<file path="src/design/imu_pkg.sv">
`timescale 1ns / 1ps

package imu_pkg;

	// Lattice geometry. LATTICE_WIDTH must be a power of two: the column is
	// the low bits of the site index and the row is the rest.
	localparam int LATTICE_WIDTH  = 64;
	localparam int LATTICE_HEIGHT = 64;
	localparam int SITE_COUNT     = LATTICE_WIDTH * LATTICE_HEIGHT;

	localparam int COL_BITS   = $clog2(LATTICE_WIDTH);
	localparam int ROW_BITS   = $clog2(LATTICE_HEIGHT);
	localparam int SITE_CNT_W = $clog2(SITE_COUNT + 1);

	// Field widths.
	localparam int SITE_W     = 12;
	localparam int RND_W      = 32;
	localparam int ENERGY_W   = 15;
	localparam int SPIN_SUM_W = 14;
	localparam int MAG_W      = 13;
	localparam int CFG_IDX_W  = 4;
	localparam int CFG_DATA_W = 32;

	// Request codes.
	localparam logic REQ_LOAD  = 1'b0;
	localparam logic REQ_TRIAL = 1'b1;

	// Register indexes.
	localparam logic [CFG_IDX_W-1:0] REG_TH_DE4 = CFG_IDX_W'(0);
	localparam logic [CFG_IDX_W-1:0] REG_TH_DE8 = CFG_IDX_W'(1);

	// Reset values of the running totals.
	localparam logic signed [ENERGY_W-1:0]   ENERGY_RST = ENERGY_W'(-2 * SITE_COUNT);
	localparam logic signed [SPIN_SUM_W-1:0] SPIN_RST   = SPIN_SUM_W'(SITE_COUNT);

	typedef enum logic [2:0] {
		ST_CLEAR,
		ST_IDLE,
		ST_RD_UP,
		ST_RD_DN,
		ST_RD_ROW,
		ST_FIN
	} state_t;

	// Controller to datapath.
	typedef struct packed {
		logic capture;    // latch the accepted request
		logic rd_up;      // read the row above
		logic rd_dn;      // read the row below, take the up neighbor
		logic rd_row;     // read the own row, take the down neighbor
		logic finish;     // decide, write back, update totals, load result
		logic clear_step; // write one all-ones row of the reset sweep
	} cmd_t;

	// Datapath to controller.
	typedef struct packed {
		logic site_ok;    // latched site lies inside the lattice
		logic clear_last; // sweep is writing its last row
		logic out_free;   // result register can take a new result
	} status_t;

endpackage

</file>
<file path="src/design/imu_ctrl.sv">
`timescale 1ns / 1ps

module imu_ctrl import imu_pkg::*; (
	input  logic    clk,
	input  logic    arst_n,
	input  logic    req_valid,
	output logic    req_ready,
	input  status_t status,
	output cmd_t    cmd
);

	state_t state_q, state_nxt;

	always_ff @(posedge clk or negedge arst_n) begin
		if (!arst_n) begin
			state_q <= ST_CLEAR;
		end else begin
			state_q <= state_nxt;
		end
	end

	always_comb begin
		state_nxt = state_q;
		cmd       = '0;
		req_ready = 1'b0;
		case (state_q)
			ST_CLEAR: begin
				cmd.clear_step = 1'b1;
				if (status.clear_last) begin
					state_nxt = ST_IDLE;
				end
			end
			ST_IDLE: begin
				req_ready   = 1'b1;
				cmd.capture = req_valid;
				if (req_valid) begin
					state_nxt = ST_RD_UP;
				end
			end
			ST_RD_UP: begin
				// skip the reads for a site outside the lattice
				if (status.site_ok) begin
					cmd.rd_up = 1'b1;
					state_nxt = ST_RD_DN;
				end else begin
					state_nxt = ST_FIN;
				end
			end
			ST_RD_DN: begin
				cmd.rd_dn = 1'b1;
				state_nxt = ST_RD_ROW;
			end
			ST_RD_ROW: begin
				cmd.rd_row = 1'b1;
				state_nxt  = ST_FIN;
			end
			ST_FIN: begin
				if (status.out_free) begin
					cmd.finish = 1'b1;
					state_nxt  = ST_IDLE;
				end
			end
			default: begin
				state_nxt = ST_IDLE;
			end
		endcase
	end

endmodule

</file>
<file path="config.mk">
export PLATFORM = sky130hd
export DESIGN_NAME = imu_ctrl
export DESIGN_NICKNAME = d
export VERILOG_FILES = /design/src/design/imu_pkg.sv /design/src/design/imu_ctrl.sv
export SDC_FILE = /design/constraint.sdc
export NUM_CORES = 1
export LEC_CHECK = 0
export BUFFER_PORTS_ARGS = -buffer_cell sky130_fd_sc_hd__buf_2
export CORE_AREA = 2 2 39 41
export DETAILED_ROUTE_END_ITERATION = 16
export DIE_AREA = 0 0 41 43
export PLACE_DENSITY = 0.46
export SYNTH_ARGS = -nofsm -noshare
export SYNTH_HDL_FRONTEND = slang
export SYNTH_SLANG_ARGS = --single-unit
</file>
<file path="constraint.sdc">
create_clock -name clk -period 1.7 [get_ports clk]
set_input_delay 0.34 -clock clk [delete_from_list [all_inputs] [get_ports clk]]
set_output_delay 0.34 -clock clk [all_outputs]
set_load 0.005 [all_outputs]
</file>
Word level (Yosys, flattened, before mapping)
Cells that the tools add are included.
Cells by class
  mux-type cells: 14
  eq/ne operators: 8
  reductions and logical operators: 2
Operators with widths (count)
  case mux 3 bit (6 select lines): 1
  two-way mux 3 bit: 4
  two-way mux 1 bit: 9
  == test 3 x 2 -> 1 bit, second input constant: 2
  == test 3 bit, second input constant: 2
  != test 2 bit, second input constant: 3
  == test 3 x 1 -> 1 bit, second input constant: 1
  zero test 3 bit: 1
  AND reduction 3 bit: 1
Storage, ports and cells
  bits in registers: 3
  input port bits: 6
  logic and storage cells: 25
  output and inout port bits: 7

Depth between registers and ports, before layout
  depth in word-level cells: 3
  mapped depth: 3

Worst setup path before layout
No wires, ideal clock.
  path kind: register to output
  from: reg state_q[1]
  to: out cmd[5] (netlist bit)
  stages on the path, launching flop included: 3
  slack: 0.616 ns
  arrival time: 0.744 ns
  data required time: 1.360 ns
  cells stage by stage: dfrtp_1 -> buf_6 -> and4bb_1
RTL lines
  start, declared: RTL line imu_ctrl.sv:12  | state_t state_q, state_nxt;
  start signal, assigned: RTL line imu_ctrl.sv:18  | state_q <= state_nxt;
  end, declared: RTL line imu_ctrl.sv:9  | output cmd_t cmd

Final worst setup path
  from: reg state_q[0]
  to: out req_ready
On the way
  cells in the longest elaborated chain, start to end: 2
RTL lines
  == test 3 x 1 -> 1 bit: RTL line imu_ctrl.sv:26  | case (state_q)
  two-way mux 1 bit: RTL line imu_ctrl.sv:26
  end, declared: RTL line imu_ctrl.sv:7  | output logic req_ready,
Every way passes these cells.

==> impl_results.md <==
* Status: finished, final reports clean
* Slew Viols, Final at 0
* Slowest stage cell, crit path: dfrtp_1
* Tightest Pin Transition at approximately 270 ps
* Remaining global-route overflow at 0
* Worst R2R Setup Slack at between 500 and 600 ps
* Worst IR Drop VDD at ~0.50 mV
* Vias per inst at 3.87
* Max-cap violation count at 0
* Top reg by flops: state_q
* RePlAce Congestion at ~0.76
* Worst Reg-to-Reg Cells at 2
* Largest net degree at the start of global routing at 11
* Clock transition at path regs at approximately 30 ps
* Synthesized area at between 150 and 200 um2
* Synth Warn # at 0
* Rows at 14
* CTS Sinks at 3
* Initial core utilization at 14.3%
* Crit path time final at between 1000 and 1500 ps
* Largest register FFs at 3
* Post-synth EDFFs at 0
* Die H at 43 um
* Router iterations before antenna repair at 5
* Sum Neg Setup Slack at 0 ps
* CTS tree: done
* Avg Cell Area, Syn at ~8.6 um2
* IO Pins at 13
* CP peak stage delay at 460 ps
* Worst min path class: input pin to flip-flop
* Worst R2R End: state_q[0]
* Area growth syn-to-layout at 53.2%
* Setup violations, final at 0
* CTS buffer count at 3
* Tcrit/Tclk final at ~86%
* Layout cells sized above 1 at around 38%
* Worst Hold Path EP: state_q[1]
* RSZ-0062 raised after global routing: false
* Total number of vias at ~210
* #FFs+latches synth at 3
* Crit path cell chain: inv_1 > nor3_1 > buf_2
* Post-cts resize count at 0
* Main area contributors after synthesis: dfrtp_1 38%, nor3_1 7.6%, and4bb_1 6.3%
* Mapped Cells at 23
* Library cells used by synthesis at 16
* Port Buffer Count at 12
* Largest area contributor in the netlist: dfrtp_1
* Leak at 0.162 nW
* Wire per inst at slightly below 10 um
* Initial antenna violation count at 0
* Global-route wire length before repair at approximately 930 um
* Worst-Skew Late Latency at between 200 and 250 ps
* Async SR Flop Fraction at 100%
* Nets at 46
* PD cells at around 1600 nW/um2
* Syn nets at 29
* Top FF cell, synth: dfrtp_1
* Synth top cells by count: 3 x dfrtp_1, 3 x nor2_1, 3 x nor3_1
* Reg-to-reg startpoint: state_q[0]
* Post-CTS Repair Setup Buffers at 0
* Clk root buf: clkbuf_4
* Die W at 41 um
* Critical path class: flip-flop to primary output
* Req. time, crit path at 1360 ps
* Seq/Total Area, Yosys at 38.0%
* Post-layout power at 0.493 mW
* Max clock buf depth at 2
* Post-detail-place hpwl at between 300 and 400 um
* Worst hold path depth at 2
* Worst Path Arrival at between 1000 and 1500 ps
* Regs by FF count: state_q (3)
* Max Fclk at 681 MHz
* Drt first-iter violations at 2
* HP Start: status[2]
* Vias in the first global route at approximately 220
* Gr usage total at under 10%
* Setup crit end kind: primary output
* CP startpoint kind: flip-flop
* DIE AREA at ~1800 um2
* H-tree Lvls at 1
* Residual DRC at 0
* Antenna Violating Nets Remaining at 0
* Skew final at ~3.3 ps
* Diode count at 0
* Slew margin rel. at between 80% and 90%
* Top cell type's share of synthesized area at approximately 38%
* Fin. Hold Viols at 0
* Core ar. at around 1400 um2
* Crit-path max FO at 9
* Routed Wire Length at about 540 um
[worst max-delay path: cells and delay by family, from the launching register on]
family                 cells  cell delay [ps]
AND/OR/NAND/NOR            1              190
flip-flops                 1              460
buffers and inverters      2              240
[where the power goes]
group	internal [mW]	total [mW]	switching, mW
clock network	0.0879	0.124	0.0358
registers	0.103	0.171	0.0678
logic	0.113	0.198	0.0854
[cells by family after synthesis]
family / Yosys count / synth area share [%]
DFF: 3 / 38.0
and+or+nand+nor: 14 / 40.5
AOI/OAI and AO/OA: 4 / 13.9
buffers and inverters: 2 / 7.59
[metal layers]
| metal | vias up | wire (um) | GRT usage (%) |
|---|---|---|---|
| li1 | 113 | - | - |
| met1 | 91 | 237 | 10.4 |
| met2 | 9 | 258 | 9.38 |
| met3 | 0 | 40 | 4.71 |
| met4 | 0 | 0 | 10.0 |
| met5 | - | 0 | 0 |
[layout make-up]
cell class	count	area [um2]
fill	159	1080
multi-input combinational	18	108
sequential	3	75.1
timing repair buffer	13	70.1
clock buffer	4	26.3
tap	16	20.0
inverter	1	3.75
[stage by stage]
stage / util, % / area (um2) / instances / setup WS, ps / hold WS (ps)
6_report: 21.9 / 303 / 55 / 233 / 385
5_1_grt: 21.9 / 303 / 55 / 116 / 383
4_1_cts: 21.9 / 303 / 55 / 191 / 378
3_5_place_dp: 19.3 / 267 / 50 / 440 / 136
3_3_place_gp: 19.3 / 267 / 50 / 400 / 141
2_1_floorplan: - / 198 / 23 / 616 / 44.4
[cell usage in the layout, fill, tap and decap left out]
| cell | instances |
|---|---|
| and4bb_1 | 1 |
| clkbuf_1 | 1 |
| inv_1 | 1 |
| clkbuf_4 | 3 |
| a21o_1 | 1 |
| o22ai_1 | 1 |
| dlygate4sd3_1 | 1 |
| or3_1 | 1 |
| nand2b_1 | 2 |
| and2_1 | 1 |
| nor2_1 | 3 |
| o21ai_0 | 1 |
| and3_1 | 1 |
| nand2_1 | 1 |
| nor2b_1 | 1 |
| dfrtp_1 | 3 |
| nor3_1 | 3 |
| buf_2 | 12 |
| a31o_1 | 1 |
[how the worst max path moves through the flow]
stage | cells past startpoint | endpoint | start
after floorplan | 2 | cmd[5] | state_q[1]
after global placement | 3 | req_ready | state_q[0]
after detailed placement | 3 | cmd[1] | state_q[0]
after CTS | 3 | cmd[1] | state_q[0]
after global routing | 3 | cmd[1] | state_q[0]
final | 3 | req_ready | state_q[0]
[what timing repair did]
| item | CTS | global route |
|---|---|---|
| hold buffers | 1 | 0 |
| endpoints found under the setup margin | 0 | 0 |
| hold endpoints to repair | 3 | 0 |
Power figures use the tool's default switching activity.
